File: src/pidv_pkg.sv
// Shared constants for the variable-step PID controller.
package pidv_pkg;

    // Gain and configuration port widths
    localparam int GAIN_W     = 16;
    localparam int CFG_DATA_W = 16;
    localparam int CFG_IDX_W  = 4;
    localparam int DRIVE_W    = 32;

    // Register indexes on the configuration port
    localparam logic [CFG_IDX_W-1:0] REG_GAIN_P = 4'd0;
    localparam logic [CFG_IDX_W-1:0] REG_GAIN_I = 4'd1;
    localparam logic [CFG_IDX_W-1:0] REG_GAIN_D = 4'd2;
    localparam logic [CFG_IDX_W-1:0] REG_TARGET = 4'd3;

    // Reset values of the registers
    localparam logic signed [GAIN_W-1:0]     GAIN_P_RST = 16'sd2048;
    localparam logic signed [GAIN_W-1:0]     GAIN_I_RST = 16'sd41;
    localparam logic signed [GAIN_W-1:0]     GAIN_D_RST = 16'sd819;
    localparam logic signed [CFG_DATA_W-1:0] TARGET_RST = 16'sd2560;

    // Fixed-point alignment
    localparam int DERIV_SHIFT = 20;  // derivative numerator scale
    localparam int P_SHIFT     = 12;  // P term to Q.32
    localparam int D_SHIFT     = 4;   // D term to Q.32
    localparam int OUT_SHIFT   = 16;  // Q.32 sum to Q16.16 drive

endpackage

File: src/pidv_sample_if.sv
// Input sample channel: measurement and time step.
interface pidv_sample_if #(
    parameter int SAMPLE_WIDTH = 16
);
    logic                           valid;
    logic                           ready;
    logic signed [SAMPLE_WIDTH-1:0] measured;
    logic        [SAMPLE_WIDTH-1:0] step_time;

    modport source (output valid, output measured, output step_time, input ready);
    modport sink   (input valid, input measured, input step_time, output ready);
endinterface

File: src/pidv_result_if.sv
// Result channel: drive value and status flags.
interface pidv_result_if;
    import pidv_pkg::*;

    logic                      valid;
    logic                      ready;
    logic signed [DRIVE_W-1:0] drive;
    logic                      clipped;
    logic                      zero_step;

    modport source (output valid, output drive, output clipped, output zero_step, input ready);
    modport sink   (input valid, input drive, input clipped, input zero_step, output ready);
endinterface

File: src/pidv_cfg_if.sv
// Configuration write channel: register index and data.
interface pidv_cfg_if;
    import pidv_pkg::*;

    logic                  valid;
    logic                  ready;
    logic [CFG_IDX_W-1:0]  index;
    logic [CFG_DATA_W-1:0] data;

    modport source (output valid, output index, output data, input ready);
    modport sink   (input valid, input index, input data, output ready);
endinterface

File: src/pid_controller_variable_dt.sv
// Positional PID controller with variable time step, bit-serial datapath.
//
// Each sample beat carries a signed Q8.8 measurement and an unsigned Q4.12
// time step. The block forms error = target - measured, adds error*step_time
// into a saturating ACCUM_WIDTH-bit integral (Q.20), divides the error
// difference (scaled by 2^20) by step_time for the derivative, and returns
// gain_p*e + gain_i*I + gain_d*D rounded half up and saturated to signed
// Q16.16. A zero step_time forces the derivative to 0 and sets zero_step;
// clipped flags integral or output saturation. One result beat per sample.
// Datapath: every product is formed by a shift-add unit that consumes one bit
// of the multiplier per cycle (step_time for the integral, then each gain).
// A restoring divider running one quotient bit per cycle works in parallel
// with the multiplies. A new sample is taken only after the last one has
// left ST_ROUND, which holds while the output register is still full. The
// finished result sits in an output register, so a new sample is taken
// while it waits. Configuration beats are accepted every cycle and must only
// arrive while the block is idle.
module pid_controller_variable_dt #(
    parameter int SAMPLE_WIDTH = 16,
    parameter int ACCUM_WIDTH  = 40
) (
    input  logic                 clk,
    input  logic                 rst_n,
    pidv_sample_if.sink          sample,
    pidv_result_if.source        result,
    pidv_cfg_if.sink             cfg
);
    import pidv_pkg::*;

    // Datapath widths
    localparam int SW      = SAMPLE_WIDTH;
    localparam int AW      = ACCUM_WIDTH;
    localparam int ERR_W   = SW + 1;             // target - measured
    localparam int DIFF_W  = SW + 2;             // error - last error
    localparam int PROD_W  = ERR_W + SW;         // error * step_time
    localparam int DIV_W   = DIFF_W + DERIV_SHIFT;
    localparam int DERIV_W = DIV_W + 1;
    localparam int T_P     = GAIN_W + ERR_W + P_SHIFT + 1;
    localparam int T_I     = GAIN_W + AW;
    localparam int T_D     = GAIN_W + DERIV_W + D_SHIFT;
    localparam int T_PI    = (T_P > T_I) ? T_P : T_I;
    localparam int SUM_W   = ((T_PI > T_D) ? T_PI : T_D) + 2;
    localparam int ADD_W   = ((AW > PROD_W) ? AW : PROD_W) + 1;
    localparam int RND_W   = SUM_W - OUT_SHIFT;
    localparam int MPL_W   = (SW > GAIN_W) ? SW : GAIN_W;
    localparam int MC_W    = $clog2(MPL_W);
    localparam int DC_W    = $clog2(DIV_W);

    localparam logic signed [SUM_W-1:0] RND_HALF = SUM_W'(1) << (OUT_SHIFT - 1);

    typedef enum logic [8:0] {
        ST_IDLE  = 9'b000000001,
        ST_PREP  = 9'b000000010,
        ST_PROD  = 9'b000000100,
        ST_ISAT  = 9'b000001000,
        ST_PTERM = 9'b000010000,
        ST_ITERM = 9'b000100000,
        ST_DWAIT = 9'b001000000,
        ST_DTERM = 9'b010000000,
        ST_ROUND = 9'b100000000
    } state_t;

    // Control and state registers (reset)
    state_t                    state_reg, state_next;
    logic signed [GAIN_W-1:0]  gain_p_reg, gain_p_next;
    logic signed [GAIN_W-1:0]  gain_i_reg, gain_i_next;
    logic signed [GAIN_W-1:0]  gain_d_reg, gain_d_next;
    logic signed [CFG_DATA_W-1:0] target_reg, target_next;
    logic signed [ERR_W-1:0]   last_err_reg, last_err_next;
    logic signed [AW-1:0]      acc_reg, acc_next;
    logic                      div_busy_reg, div_busy_next;
    logic                      out_valid_reg, out_valid_next;

    // Datapath registers (no reset)
    logic signed [ERR_W-1:0]   err_reg, err_next;
    logic        [SW-1:0]      dt_reg, dt_next;
    logic                      zero_reg, zero_next;
    logic                      diff_neg_reg, diff_neg_next;
    logic signed [AW-1:0]      acc_new_reg, acc_new_next;
    logic                      clip_reg, clip_next;
    logic signed [SUM_W-1:0]   sum_reg, sum_next;
    logic signed [SUM_W-1:0]   mcand_reg, mcand_next;
    logic        [MPL_W-1:0]   mplier_reg, mplier_next;
    logic        [MC_W-1:0]    mac_cnt_reg, mac_cnt_next;
    logic                      mac_signed_reg, mac_signed_next;
    logic        [DC_W-1:0]    div_cnt_reg, div_cnt_next;
    logic        [SW-1:0]      div_rem_reg, div_rem_next;
    logic        [DIV_W-1:0]   div_q_reg, div_q_next;
    logic signed [DRIVE_W-1:0] drive_reg, drive_next;
    logic                      clipped_reg, clipped_next;
    logic                      zero_out_reg, zero_out_next;

    // Combinational helpers
    logic                      sample_beat;
    logic                      result_beat;
    logic                      cfg_beat;
    logic signed [SW-1:0]      target_s;
    logic signed [DIFF_W-1:0]  diff;
    logic        [DIFF_W-1:0]  mag;
    logic signed [SUM_W-1:0]   mac_add;
    logic signed [SUM_W-1:0]   mac_sum;
    logic                      mac_last;
    logic        [SW:0]        div_shift;
    logic                      div_ge;
    logic        [SW:0]        div_sub;
    logic signed [PROD_W-1:0]  prod;
    logic signed [ADD_W-1:0]   acc_sum;
    logic                      acc_ovf_pos;
    logic                      acc_ovf_neg;
    logic signed [DERIV_W-1:0] deriv_mag;
    logic signed [DERIV_W-1:0] deriv;
    logic signed [SUM_W-1:0]   sum_rnd;
    logic signed [RND_W-1:0]   rnd;
    logic                      out_ovf_pos;
    logic                      out_ovf_neg;

    assign sample_beat = sample.valid && sample.ready;
    assign result_beat = result.valid && result.ready;
    assign cfg_beat    = cfg.valid && cfg.ready;

    assign sample.ready     = (state_reg == ST_IDLE);
    assign cfg.ready        = 1'b1;
    assign result.valid     = out_valid_reg;
    assign result.drive     = drive_reg;
    assign result.clipped   = clipped_reg;
    assign result.zero_step = zero_out_reg;

    assign target_s = SW'(target_reg);

    // Error difference for the derivative
    assign diff = DIFF_W'(err_reg) - DIFF_W'(last_err_reg);
    assign mag  = diff[DIFF_W-1] ? DIFF_W'(-diff) : DIFF_W'(diff);

    // Shift-add step: one multiplier bit per cycle, MSB of a signed gain weighs negative
    assign mac_last = (mac_cnt_reg == '0);
    assign mac_add  = mplier_reg[0] ? mcand_reg : '0;
    assign mac_sum  = (mac_signed_reg && mac_last) ? (sum_reg - mac_add)
                                                   : (sum_reg + mac_add);

    // Restoring divider step: one quotient bit per cycle
    assign div_shift = {div_rem_reg, div_q_reg[DIV_W-1]};
    assign div_ge    = (div_shift >= {1'b0, dt_reg});
    assign div_sub   = div_shift - {1'b0, dt_reg};

    // Integral update with saturation
    assign prod        = signed'(sum_reg[PROD_W-1:0]);
    assign acc_sum     = ADD_W'(acc_reg) + ADD_W'(prod);
    assign acc_ovf_pos = !acc_sum[ADD_W-1] && (|acc_sum[ADD_W-2:AW-1]);
    assign acc_ovf_neg = acc_sum[ADD_W-1] && !(&acc_sum[ADD_W-2:AW-1]);

    // Signed derivative from quotient magnitude
    assign deriv_mag = signed'({1'b0, div_q_reg});
    assign deriv     = diff_neg_reg ? -deriv_mag : deriv_mag;

    // Round half up to Q16.16 and check the drive range
    assign sum_rnd     = sum_reg + RND_HALF;
    assign rnd         = sum_rnd[SUM_W-1:OUT_SHIFT];
    assign out_ovf_pos = !rnd[RND_W-1] && (|rnd[RND_W-2:DRIVE_W-1]);
    assign out_ovf_neg = rnd[RND_W-1] && !(&rnd[RND_W-2:DRIVE_W-1]);

    always_comb
    begin
        state_next      = state_reg;
        gain_p_next     = gain_p_reg;
        gain_i_next     = gain_i_reg;
        gain_d_next     = gain_d_reg;
        target_next     = target_reg;
        last_err_next   = last_err_reg;
        acc_next        = acc_reg;
        div_busy_next   = div_busy_reg;
        out_valid_next  = out_valid_reg;
        err_next        = err_reg;
        dt_next         = dt_reg;
        zero_next       = zero_reg;
        diff_neg_next   = diff_neg_reg;
        acc_new_next    = acc_new_reg;
        clip_next       = clip_reg;
        sum_next        = sum_reg;
        mcand_next      = mcand_reg;
        mplier_next     = mplier_reg;
        mac_cnt_next    = mac_cnt_reg;
        mac_signed_next = mac_signed_reg;
        div_cnt_next    = div_cnt_reg;
        div_rem_next    = div_rem_reg;
        div_q_next      = div_q_reg;
        drive_next      = drive_reg;
        clipped_next    = clipped_reg;
        zero_out_next   = zero_out_reg;

        // Configuration writes; unknown indexes are dropped
        if (cfg_beat)
        begin
            unique case (cfg.index)
                REG_GAIN_P: gain_p_next = signed'(cfg.data);
                REG_GAIN_I: gain_i_next = signed'(cfg.data);
                REG_GAIN_D: gain_d_next = signed'(cfg.data);
                REG_TARGET: target_next = signed'(cfg.data);
                default:    ;
            endcase
        end

        if (result_beat)
        begin
            out_valid_next = 1'b0;
        end

        // Divider runs on its own once started
        if (div_busy_reg)
        begin
            div_rem_next = div_ge ? div_sub[SW-1:0] : div_shift[SW-1:0];
            div_q_next   = {div_q_reg[DIV_W-2:0], div_ge};
            div_cnt_next = div_cnt_reg - 1'b1;
            if (div_cnt_reg == '0)
            begin
                div_busy_next = 1'b0;
            end
        end

        unique case (state_reg)
            ST_IDLE:
            begin
                if (sample_beat)
                begin
                    err_next   = ERR_W'(target_s) - ERR_W'(sample.measured);
                    dt_next    = sample.step_time;
                    state_next = ST_PREP;
                end
            end

            ST_PREP:
            begin
                zero_next     = (dt_reg == '0);
                diff_neg_next = diff[DIFF_W-1];
                clip_next     = 1'b0;
                // Start the divider on (|diff| << 20) / step_time
                div_busy_next = (dt_reg != '0);
                div_rem_next  = '0;
                div_cnt_next  = DC_W'(DIV_W - 1);
                div_q_next    = (dt_reg == '0) ? '0 : {mag, {DERIV_SHIFT{1'b0}}};
                // error * step_time, step_time unsigned
                sum_next        = '0;
                mcand_next      = SUM_W'(err_reg);
                mplier_next     = MPL_W'(dt_reg);
                mac_cnt_next    = MC_W'(SW - 1);
                mac_signed_next = 1'b0;
                state_next      = ST_PROD;
            end

            ST_PROD:
            begin
                sum_next     = mac_sum;
                mcand_next   = mcand_reg <<< 1;
                mplier_next  = mplier_reg >> 1;
                mac_cnt_next = mac_cnt_reg - 1'b1;
                if (mac_last)
                begin
                    state_next = ST_ISAT;
                end
            end

            ST_ISAT:
            begin
                if (acc_ovf_pos)
                begin
                    acc_new_next = {1'b0, {(AW-1){1'b1}}};
                end
                else if (acc_ovf_neg)
                begin
                    acc_new_next = {1'b1, {(AW-1){1'b0}}};
                end
                else
                begin
                    acc_new_next = acc_sum[AW-1:0];
                end
                clip_next       = acc_ovf_pos || acc_ovf_neg;
                sum_next        = '0;
                mcand_next      = SUM_W'(err_reg) <<< P_SHIFT;
                mplier_next     = MPL_W'(gain_p_reg);
                mac_cnt_next    = MC_W'(GAIN_W - 1);
                mac_signed_next = 1'b1;
                state_next      = ST_PTERM;
            end

            ST_PTERM:
            begin
                sum_next     = mac_sum;
                mcand_next   = mcand_reg <<< 1;
                mplier_next  = mplier_reg >> 1;
                mac_cnt_next = mac_cnt_reg - 1'b1;
                if (mac_last)
                begin
                    mcand_next   = SUM_W'(acc_new_reg);
                    mplier_next  = MPL_W'(gain_i_reg);
                    mac_cnt_next = MC_W'(GAIN_W - 1);
                    state_next   = ST_ITERM;
                end
            end

            ST_ITERM:
            begin
                sum_next     = mac_sum;
                mcand_next   = mcand_reg <<< 1;
                mplier_next  = mplier_reg >> 1;
                mac_cnt_next = mac_cnt_reg - 1'b1;
                if (mac_last)
                begin
                    state_next = ST_DWAIT;
                end
            end

            ST_DWAIT:
            begin
                if (!div_busy_reg)
                begin
                    mcand_next   = SUM_W'(deriv) <<< D_SHIFT;
                    mplier_next  = MPL_W'(gain_d_reg);
                    mac_cnt_next = MC_W'(GAIN_W - 1);
                    state_next   = ST_DTERM;
                end
            end

            ST_DTERM:
            begin
                sum_next     = mac_sum;
                mcand_next   = mcand_reg <<< 1;
                mplier_next  = mplier_reg >> 1;
                mac_cnt_next = mac_cnt_reg - 1'b1;
                if (mac_last)
                begin
                    state_next = ST_ROUND;
                end
            end

            ST_ROUND:
            begin
                // Hold until the output register is free
                if (!out_valid_reg || result.ready)
                begin
                    if (out_ovf_pos)
                    begin
                        drive_next = {1'b0, {(DRIVE_W-1){1'b1}}};
                    end
                    else if (out_ovf_neg)
                    begin
                        drive_next = {1'b1, {(DRIVE_W-1){1'b0}}};
                    end
                    else
                    begin
                        drive_next = rnd[DRIVE_W-1:0];
                    end
                    clipped_next   = clip_reg || out_ovf_pos || out_ovf_neg;
                    zero_out_next  = zero_reg;
                    out_valid_next = 1'b1;
                    acc_next       = acc_new_reg;
                    last_err_next  = err_reg;
                    state_next     = ST_IDLE;
                end
            end

            default:
            begin
                state_next = ST_IDLE;
            end
        endcase
    end

    always_ff @(posedge clk or negedge rst_n)
    begin
        if (!rst_n)
        begin
            state_reg     <= ST_IDLE;
            gain_p_reg    <= GAIN_P_RST;
            gain_i_reg    <= GAIN_I_RST;
            gain_d_reg    <= GAIN_D_RST;
            target_reg    <= TARGET_RST;
            last_err_reg  <= '0;
            acc_reg       <= '0;
            div_busy_reg  <= 1'b0;
            out_valid_reg <= 1'b0;
        end
        else
        begin
            state_reg     <= state_next;
            gain_p_reg    <= gain_p_next;
            gain_i_reg    <= gain_i_next;
            gain_d_reg    <= gain_d_next;
            target_reg    <= target_next;
            last_err_reg  <= last_err_next;
            acc_reg       <= acc_next;
            div_busy_reg  <= div_busy_next;
            out_valid_reg <= out_valid_next;
        end
    end

    always_ff @(posedge clk)
    begin
        err_reg        <= err_next;
        dt_reg         <= dt_next;
        zero_reg       <= zero_next;
        diff_neg_reg   <= diff_neg_next;
        acc_new_reg    <= acc_new_next;
        clip_reg       <= clip_next;
        sum_reg        <= sum_next;
        mcand_reg      <= mcand_next;
        mplier_reg     <= mplier_next;
        mac_cnt_reg    <= mac_cnt_next;
        mac_signed_reg <= mac_signed_next;
        div_cnt_reg    <= div_cnt_next;
        div_rem_reg    <= div_rem_next;
        div_q_reg      <= div_q_next;
        drive_reg      <= drive_next;
        clipped_reg    <= clipped_next;
        zero_out_reg   <= zero_out_next;
    end

endmodule

File: src/flat_wrapper.sv
// flat-port wrapper written by rule: the top's interface ports become plain ports
module pid_controller_variable_dt_flat import pidv_pkg::*;
#(
    parameter int SAMPLE_WIDTH = 16,
    parameter int ACCUM_WIDTH  = 40
)
  (clk, rst_n, sample_valid, sample_measured, sample_step_time, sample_ready, result_valid, result_drive, result_clipped, result_zero_step, result_ready, cfg_valid, cfg_index, cfg_data, cfg_ready);
  pidv_sample_if #(.SAMPLE_WIDTH(SAMPLE_WIDTH)) sample_i ();
  pidv_result_if result_i ();
  pidv_cfg_if cfg_i ();
  input  logic clk;
  input  logic rst_n;
  input wire logic [$bits(sample_i.valid)-1:0] sample_valid;
  input wire logic [$bits(sample_i.measured)-1:0] sample_measured;
  input wire logic [$bits(sample_i.step_time)-1:0] sample_step_time;
  output wire logic [$bits(sample_i.ready)-1:0] sample_ready;
  output wire logic [$bits(result_i.valid)-1:0] result_valid;
  output wire logic [$bits(result_i.drive)-1:0] result_drive;
  output wire logic [$bits(result_i.clipped)-1:0] result_clipped;
  output wire logic [$bits(result_i.zero_step)-1:0] result_zero_step;
  input wire logic [$bits(result_i.ready)-1:0] result_ready;
  input wire logic [$bits(cfg_i.valid)-1:0] cfg_valid;
  input wire logic [$bits(cfg_i.index)-1:0] cfg_index;
  input wire logic [$bits(cfg_i.data)-1:0] cfg_data;
  output wire logic [$bits(cfg_i.ready)-1:0] cfg_ready;
  assign sample_i.valid = sample_valid;
  assign sample_i.measured = sample_measured;
  assign sample_i.step_time = sample_step_time;
  assign sample_ready = sample_i.ready;
  assign result_valid = result_i.valid;
  assign result_drive = result_i.drive;
  assign result_clipped = result_i.clipped;
  assign result_zero_step = result_i.zero_step;
  assign result_i.ready = result_ready;
  assign cfg_i.valid = cfg_valid;
  assign cfg_i.index = cfg_index;
  assign cfg_i.data = cfg_data;
  assign cfg_ready = cfg_i.ready;
  pid_controller_variable_dt #(.SAMPLE_WIDTH(SAMPLE_WIDTH), .ACCUM_WIDTH(ACCUM_WIDTH)) u_core (.clk(clk), .rst_n(rst_n), .sample(sample_i), .result(result_i), .cfg(cfg_i));
endmodule
File: config.mk
export PLATFORM = sky130hd
export DESIGN_NAME = pid_controller_variable_dt_flat
export DESIGN_NICKNAME = d
export VERILOG_FILES = /design/src/pidv_pkg.sv /design/src/pidv_sample_if.sv /design/src/pidv_result_if.sv /design/src/pidv_cfg_if.sv /design/src/pid_controller_variable_dt.sv /design/src/flat_wrapper.sv
export SDC_FILE = /design/constraint.sdc
export NUM_CORES = 1
export LEC_CHECK = 0
export BUFFER_PORTS_ARGS = -buffer_cell sky130_fd_sc_hd__buf_4
export CAP_MARGIN = 20
export CORE_MARGIN = 4
export CORE_UTILIZATION = 40
export CTS_CLUSTER_SIZE = 40
export DETAILED_ROUTE_END_ITERATION = 7
export MAX_ROUTING_LAYER = met4
export SYNTH_ARGS = -nofsm -noshare
export SYNTH_HDL_FRONTEND = slang
export SYNTH_SLANG_ARGS = --single-unit
File: constraint.sdc
create_clock -name clk -period 17.9 [get_ports clk]
set_input_delay 0 -clock clk [delete_from_list [all_inputs] [get_ports clk]]
set_output_delay 0 -clock clk [all_outputs]
set_load 0.01 [all_outputs]
==> results.cfg, run 1 <==
[run]
maxCapViolations = 0

[floorplanning]
rows = 98
coreArea_um2 = 71700
dieArea_um2 = 77000
ioPinCount = 94
die_w_um = 278
die_y_um = 278
start_util_pct = 40.5

[yosys]
syn_area_um2 = 29100
yosys_warnings = 0
synth.distinct_cells = 97
synth_top_area_share_pct = 30.1
synth_largest_area_cell = edfxtp_1
synth_flop_cell = edfxtp_1
syn_inst = 2972
avgSynthCellArea_um2 = 9.78
synthTopCellsByArea = edfxtp_1 (30%), dfrtp_1 (10%), ha_1 (6.9%)
synth_nets = 3194
synthArstFlopShare_pct = 29.7
ys_seq_area_share_pct = 43.0
ys_ff_latch = 445
synth_edf_count = 291

[sta]
finalWorstSetupSlack_ns = 11.40
timing.setup.tns_ns = 0
worst_slew_pin_slew_ns = 1.06
rsz0062_at_grt = no
finClkSkew_ns = 0.0256
hold_viol = 0
finalCritPeriodShare_pct = 36.3
slew_violations = 0
relSlewSlack_pct = 28.9
setup_violations = 0
fmax_mhz = 154
fin_crit_ns = 6.50

[run_status]
status = finished, final reports clean

[global_routing]
grt_max_degree = 88
grt_pass1_vias = 22800
overflow = 0
antenna_found_initial = 1
grt_usage_pct = 20.4
grt_first_pass_wirelength_um = 125000

[worst_setup_path]
r2r_cells = 21
cp_slowest_cell = edfxtp_1
worst_r2r_startpoint = u_core.mplier_reg[0]$_DFFE_PP_
path_max_fanout = 23
path_class = flip-flop to flip-flop
endpoint = u_core.sum_reg[60]$_SDFFCE_PN0P_
critPathRequiredTime_ns = 18.24
cpMostUsedCell = o21ai_0
path_cells = nand2_1 > ha_1 > nand2_1 > a21oi_1 > nand3_1 > a21oi_2 > nor2_1 > or2_1 > o211ai_1 > ha_1 > o21ai_0 > o21ai_0 > a31oi_1 > o21ai_0 > o21ai_0 > o31ai_1 > a41oi_1 > o31ai_1 > a31oi_1 > xor2_1 > nor2_1
critPathArrivalTime_ns = 6.83
cp_slowest_stage_delay_ns = 0.68
critPathLaunchType = flip-flop
ff2ff_setup_slack_ns = 11.40
crit_start = u_core.mplier_reg[0]$_DFFE_PP_
worst_setup_path_end_kind = flip-flop
r2r_end = u_core.sum_reg[60]$_SDFFCE_PN0P_

[finish]
multi_input_area_um2 = 15700
nNetsFinal = 3300
fillers = 6678
area_growth_pct = 14.4
drive_gt1_share_pct = 12.8
regArea_um2 = 12500

[route]
vias_per_cell = 5.68
drt_iter0_markers = 1693
wire_per_inst_um = 19.5
drc = 0
via_count = 23100
final_antenna_net_count = 0
first_pass_iters = 6
drt_wl_total_um = 79300

[clocking]
clkLatencyLatePin_ns = 0.61
cts_inserted_buffers = 53
cts.reportedPaths.clkPinSlew_ns = 0.06
cts_tree = done
cts.sinks = 445
cts_buffer_depth = 3
cts_resized = 0
h-tree-depth = 2
cts_root_buf = clkbuf_16

[hold_path]
hold_path.class = input port to async pin

[placed_design]
hpwl_um = 58400
io_buffers = 92
dp_slack_ns = 11.41
globalplace.congestion = 0.900

[pwr]
power_density_nw_per_um2 = 174
leakagePower_nw = 13.2
peakVddDrop_mv = 0.0961
report.power.total_w = 0.00580
==> how the worst min path moves through the flow <==
stage | to | cells after the start | start | slack, ns
after floorplan | u_core.acc_reg[0]$_DFFE_PN0P_ | 0 | rst_n | -0.30
after global placement | u_core.gain_d_reg[2]$_DFFE_PN0P_ | 1 | rst_n | 0.14
after detailed placement | u_core.gain_d_reg[2]$_DFFE_PN0P_ | 1 | rst_n | 0.15
after CTS | u_core.err_reg[16]$_DFFE_PP_ | 6 | sample_measured[14] | 0.01
after global routing | u_core.err_reg[16]$_DFFE_PP_ | 6 | sample_measured[14] | 0.06
final | u_core.target_reg[1]$_DFFE_PN0P_ | 2 | rst_n | 0.04
==> cells in the final DEF, fill, tap and decap left out, types with 38 or more instances in the layout <==
cell	count
ha_1	160
buf_4	115
a31oi_1	38
inv_1	119
nand2_1	244
a21oi_1	226
mux2_2	105
dlygate4sd3_1	54
nor3_1	42
nor2_1	238
a21o_1	81
xor2_1	129
and2_1	38
nand3_1	66
dfrtp_1	119
edfxtp_1	291
clkbuf_16	58
nand2b_1	38
xnor2_1	114
o21ai_0	217
==> stage by stage <==
stage | hold slack [ns] | cells | instance area [um2] | utilization [%]
floorplan | -0.296 | 2972 | 29100 | -
global placement | 0.139 | 3917 | 30700 | 42.8
detailed placement | 0.146 | 3918 | 30700 | 42.8
CTS | 0.0124 | 4072 | 33200 | 46.3
global route | 0.0616 | 4074 | 33200 | 46.3
finish | 0.0427 | 4074 | 33200 | 46.3
==> cell families after synthesis <==
logic type | count (synthesis) | synth area share, %
buffers and inverters | 242 | 3.26
XOR/XNOR | 243 | 7.32
other | 1 | 0.0129
AND/OR/NAND/NOR | 877 | 15.0
multiplexers | 116 | 4.45
flip-flops | 445 | 43.0
AO/OA/AOI/OAI | 883 | 19.7
adder cells (fa/ha/maj) | 165 | 7.23
==> Yosys cell counts, types with 22 or more instances <==
cell	instances
o21ai_0	217
a21oi_1	226
dfrtp_1	119
o211ai_1	24
clkbuf_1	105
nor3_1	44
nand2b_1	39
a21o_1	81
and2_1	39
xnor2_1	114
edfxtp_1	291
nor2b_1	23
nand3_1	67
nand4_1	32
or3_1	25
a31oi_1	38
nor2_1	240
nand2_1	246
dfxtp_1	22
nor4_1	22
a221oi_1	24
xor2_1	129
and3_1	24
ha_1	160
mux2_2	105
inv_1	119
o31ai_1	36
o21bai_1	33
==> per-layer routing <==
metal  wire length, um  track usage (%)  vias up
li1                  -                -    11200
met1             35900             26.8    11100
met2             36500             33.1      628
met3              4210             2.68      157
met4              2630             6.71        0
met5                 0                -        -
==> power breakdown <==
group / switching, W / internal (W) / leakage [nW]
combinational: 0.00165 / 0.00108 / 7.72
clock: 0.000454 / 0.000737 / 0.944
sequential: 0.000334 / 0.00153 / 4.56
==> critical path: cells and delay by family (launching register included) <==
family          cells  cell delay (ns)
compound gates     12             3.50
fa+ha+maj           2             0.59
simple gates        6             1.25
flops               1             0.68
xor+xnor            1             0.17
==> layout make-up <==
type	instances	share of cell area (%)
sequential	445	37.6
antenna	1	0.00753
inverter	121	1.37
clock inverter	21	1.04
tap	950	3.58
timing repair buffer	172	4.37
clock buffer	79	4.82
multi-input combinational	2285	47.2
==> repair_timing <==
| action | 4_1_cts | 5_1_grt |
|---|---|---|
| buffers inserted | 0 | 0 |
| setup endpoints to repair | 0 | 0 |
| hold buffers | 54 | 0 |
| endpoints found under the hold margin | 188 | 0 |
No activity file was read; power rests on OpenSTA's default activity.
==> inputs of run 2 (changes only) <==
- ABC_AREA: default -> 1
- clock period: 17.9 -> 6.7 ns (I/O delays scaled with it)
==> run 2 against run 1 <==
The run now ends with negative hold slack left. Register-to-register slack worse by 9.4 ns. Critical path type unchanged. Sequential cell count stayed put. Power rose to 2.8 times the previous value. Sequential power grew to 2.7 times the previous value. Synthesized cell count grew 53%. Via count is 33% higher. Die area is 12% higher. First-iteration DRC count is 53% higher. Design area is 11% higher. Critical path depth up 2. Critical endpoint is now u_core.sum_reg[46]$_SDFFCE_PN0P_. Highest routed layer unchanged. Clock skew increased by 0.032 ns. Largest cell class unchanged.
==> results.cfg, run 2 <==
[yosys]
synth_flop_cell = edfxtp_1
synthArstFlopShare_pct = 29.7
syn_inst = 4555
synth_top_cells_by_count = nand2_1 (1207), nor2_1 (572), inv_1 (567)
synth_edf_count = 291
synth_nets = 4777
yosys_warnings = 0
avgSynthCellArea_um2 = 7.16
synth.distinct_cells = 61
synthTopCellsByArea = edfxtp_1 (27%), nand2_1 (14%), dfrtp_1 (9.1%)
ys_seq_area_share_pct = 38.3
synth.most_common_cell = nand2_1
ys_ff_latch = 445
synth_largest_area_cell = edfxtp_1
syn_area_um2 = 32600
synth_top_area_share_pct = 26.8

[route]
first_pass_iters = 6
vias_per_cell = 5.33
final_antenna_net_count = 0
drc = 0
drt_iter0_markers = 2589
via_count = 30900
drt_wl_total_um = 111000
wire_per_inst_um = 19.1

[worst_setup_path]
critPathArrivalTime_ns = 5.07
critPathRequiredTime_ns = 7.07
worst-path-buf-inv = 7
crit_family = buffers and inverters
worst_setup_path_end_kind = flip-flop
path_max_fanout = 40
cpMostUsedCell = nand2_1
cp_slowest_cell = inv_1
path_cells = inv_1 > ha_1 > nand2_1 > inv_1 > nand2_1 > buf_4 > inv_1 > or2_2 > o21ai_0 > inv_1 > fa_1 > inv_1 > nand2_1 > a21oi_1 > a21oi_1 > inv_1 > nand2_1 > nand2_1 > a21oi_1 > o21ai_0 > nand2_1 > nand2_1 > nor2_1
cp_slowest_stage_delay_ns = 0.48
critPathLaunchType = flip-flop
path_class = flip-flop to flip-flop

[global_routing]
grt_pass1_vias = 29400
grt_first_pass_wirelength_um = 169000
grt_usage_pct = 25.8
overflow = 0
antenna_found_initial = 0
grt_max_degree = 78

[finish]
fillers = 8248
drive_gt1_share_pct = 6.57
area_growth_pct = 13.4
final_common_cell = nand2_1
nNetsFinal = 4908
final_cell_mix = nand2_1 (1207), nor2_1 (570), inv_1 (565)

[sta]
finClkSkew_ns = 0.0573
relSlewSlack_pct = 28.3
fmax_mhz = 213
rsz0062_at_grt = no
timing.setup.tns_ns = 0
timing.hold.ws_ns = -0.0271
setup_violations = 0
hold_viol = 8
worst_slew_pin_slew_ns = 1.08
fin_crit_ns = 4.70
finalCritPeriodShare_pct = 70.1
slew_violations = 0

[clocking]
cts_inserted_buffers = 53
h-tree-depth = 2
post_cts_buffers = 0
cts_root_buf = clkbuf_16
cts.reportedPaths.clkPinSlew_ns = 0.06
cts_buffer_depth = 3
cts_tree = done
clkLatencyLatePin_ns = 0.66
cts.sinks = 445

[run_status]
status = finished, violations left
violations = negative hold slack

[floorplanning]
die_w_um = 294
coreArea_um2 = 80700
dieArea_um2 = 86200
rows = 104
die_y_um = 294
start_util_pct = 40.4
ioPinCount = 94

[placed_design]
globalplace.congestion = 0.975
io_buffers = 92
hpwl_um = 86800

[pwr]
peakVddDrop_mv = 0.216
leakagePower_nw = 16.9
power_density_nw_per_um2 = 442

[run]
maxCapViolations = 0

[hold_path]
hold_path.class = input port to flip-flop
run 2: cell count changes in the layout (fill, tap and decap cells not counted), moves of 105 or more:
| cell | previous run | this run |
|---|---|---|
| nand2_1 | 244 | 1207 |
| inv_1 | 119 | 565 |
| nor2_1 | 238 | 570 |
| nand3_1 | 66 | 288 |
| o21ai_0 | 217 | 326 |
| mux2_2 | 105 | 0 |
run 2: repair_timing:
action	4_1_cts	5_1_grt
resized for setup	0	0
endpoints found under the hold margin	191	6
hold buffers	54	6
run 2: worst paths after layout:
check | from | endpoint | slack [ns] | cells after the start
setup reg to reg | u_core.mac_cnt_reg[0]$_DFFE_PP_ | u_core.sum_reg[46]$_SDFFCE_PN0P_ | 2.00 | 23
hold reg to reg | u_core.zero_reg$_DFFE_PN_ | u_core.result.zero_step$_DFFE_PP_ | 0.42 | 0
setup / recovery | u_core.mac_cnt_reg[0]$_DFFE_PP_ | u_core.sum_reg[46]$_SDFFCE_PN0P_ | 2.00 | 23
hold / removal | cfg_valid | u_core.gain_d_reg[9]$_DFFE_PN1P_ | -0.03 | 6
max in group asynchronous | rst_n | u_core.acc_reg[24]$_DFFE_PN0P_ | 5.20 | 4
min in group asynchronous | rst_n | u_core.target_reg[9]$_DFFE_PN1P_ | 0.51 | 3
run 2: layout make-up:
type	instances	area (um2)	area share (%)
inverters	584	2190	5.93
flip-flops and latches	445	12500	33.8
multi-input cells	3422	17500	47.3
well taps	1060	1330	3.59
diodes	1	2.50	0.00676
clock inverters	35	463	1.25
clock buffers	65	1450	3.93
repair buffers	180	1560	4.22
run 2: tightest hold or removal path: cells and delay by family:
kind / cells / cell delay [ns]
compound gates: 1 / 0.09
simple gates: 2 / 0.17
buf+inv: 3 / 0.36
run 2: kinds of logic after synthesis:
family	Yosys count	share of synthesized area (%)
and+or+nand+nor	2305	29.6
xor gates and xnor gates	143	3.84
adders and majority gates	165	6.44
AOI/OAI and AO/OA	808	13.6
other	1	0.0115
buffers and inverters	688	8.21
DFF	445	38.3
run 2: power by group:
| group | switching (W) | internal [W] | total [W] |
|---|---|---|---|
| Clock | 0.00129 | 0.00187 | 0.00316 |
| Sequential | 0.000870 | 0.00410 | 0.00497 |
| Combinational | 0.00564 | 0.00256 | 0.00821 |
| Total | 0.00780 | 0.00853 | 0.0163 |
run 2: metal layers:
metal	GRT usage, %	wire, um
met5	-	0
met4	7.38	3470
met3	2.66	6380
met2	42.5	51800
met1	34.0	49000
run 2: through the flow:
| stage | std cells | power (W) | utilization (%) | setup WS [ns] | cell area (um2) |
|---|---|---|---|---|---|
| final | 5792 | 0.0163 | 45.9 | 2.00 | 37000 |
| after detailed placement | 5628 | 0.0130 | 42.6 | 2.09 | 34400 |
| after floorplan | 4555 | 0.0105 | - | 2.97 | 32600 |
| after CTS | 5782 | 0.0163 | 45.7 | 2.02 | 36900 |
| after global routing | 5791 | 0.0176 | 45.8 | 1.64 | 37000 |
| after global placement | 5627 | 0.0130 | 42.6 | 2.11 | 34400 |
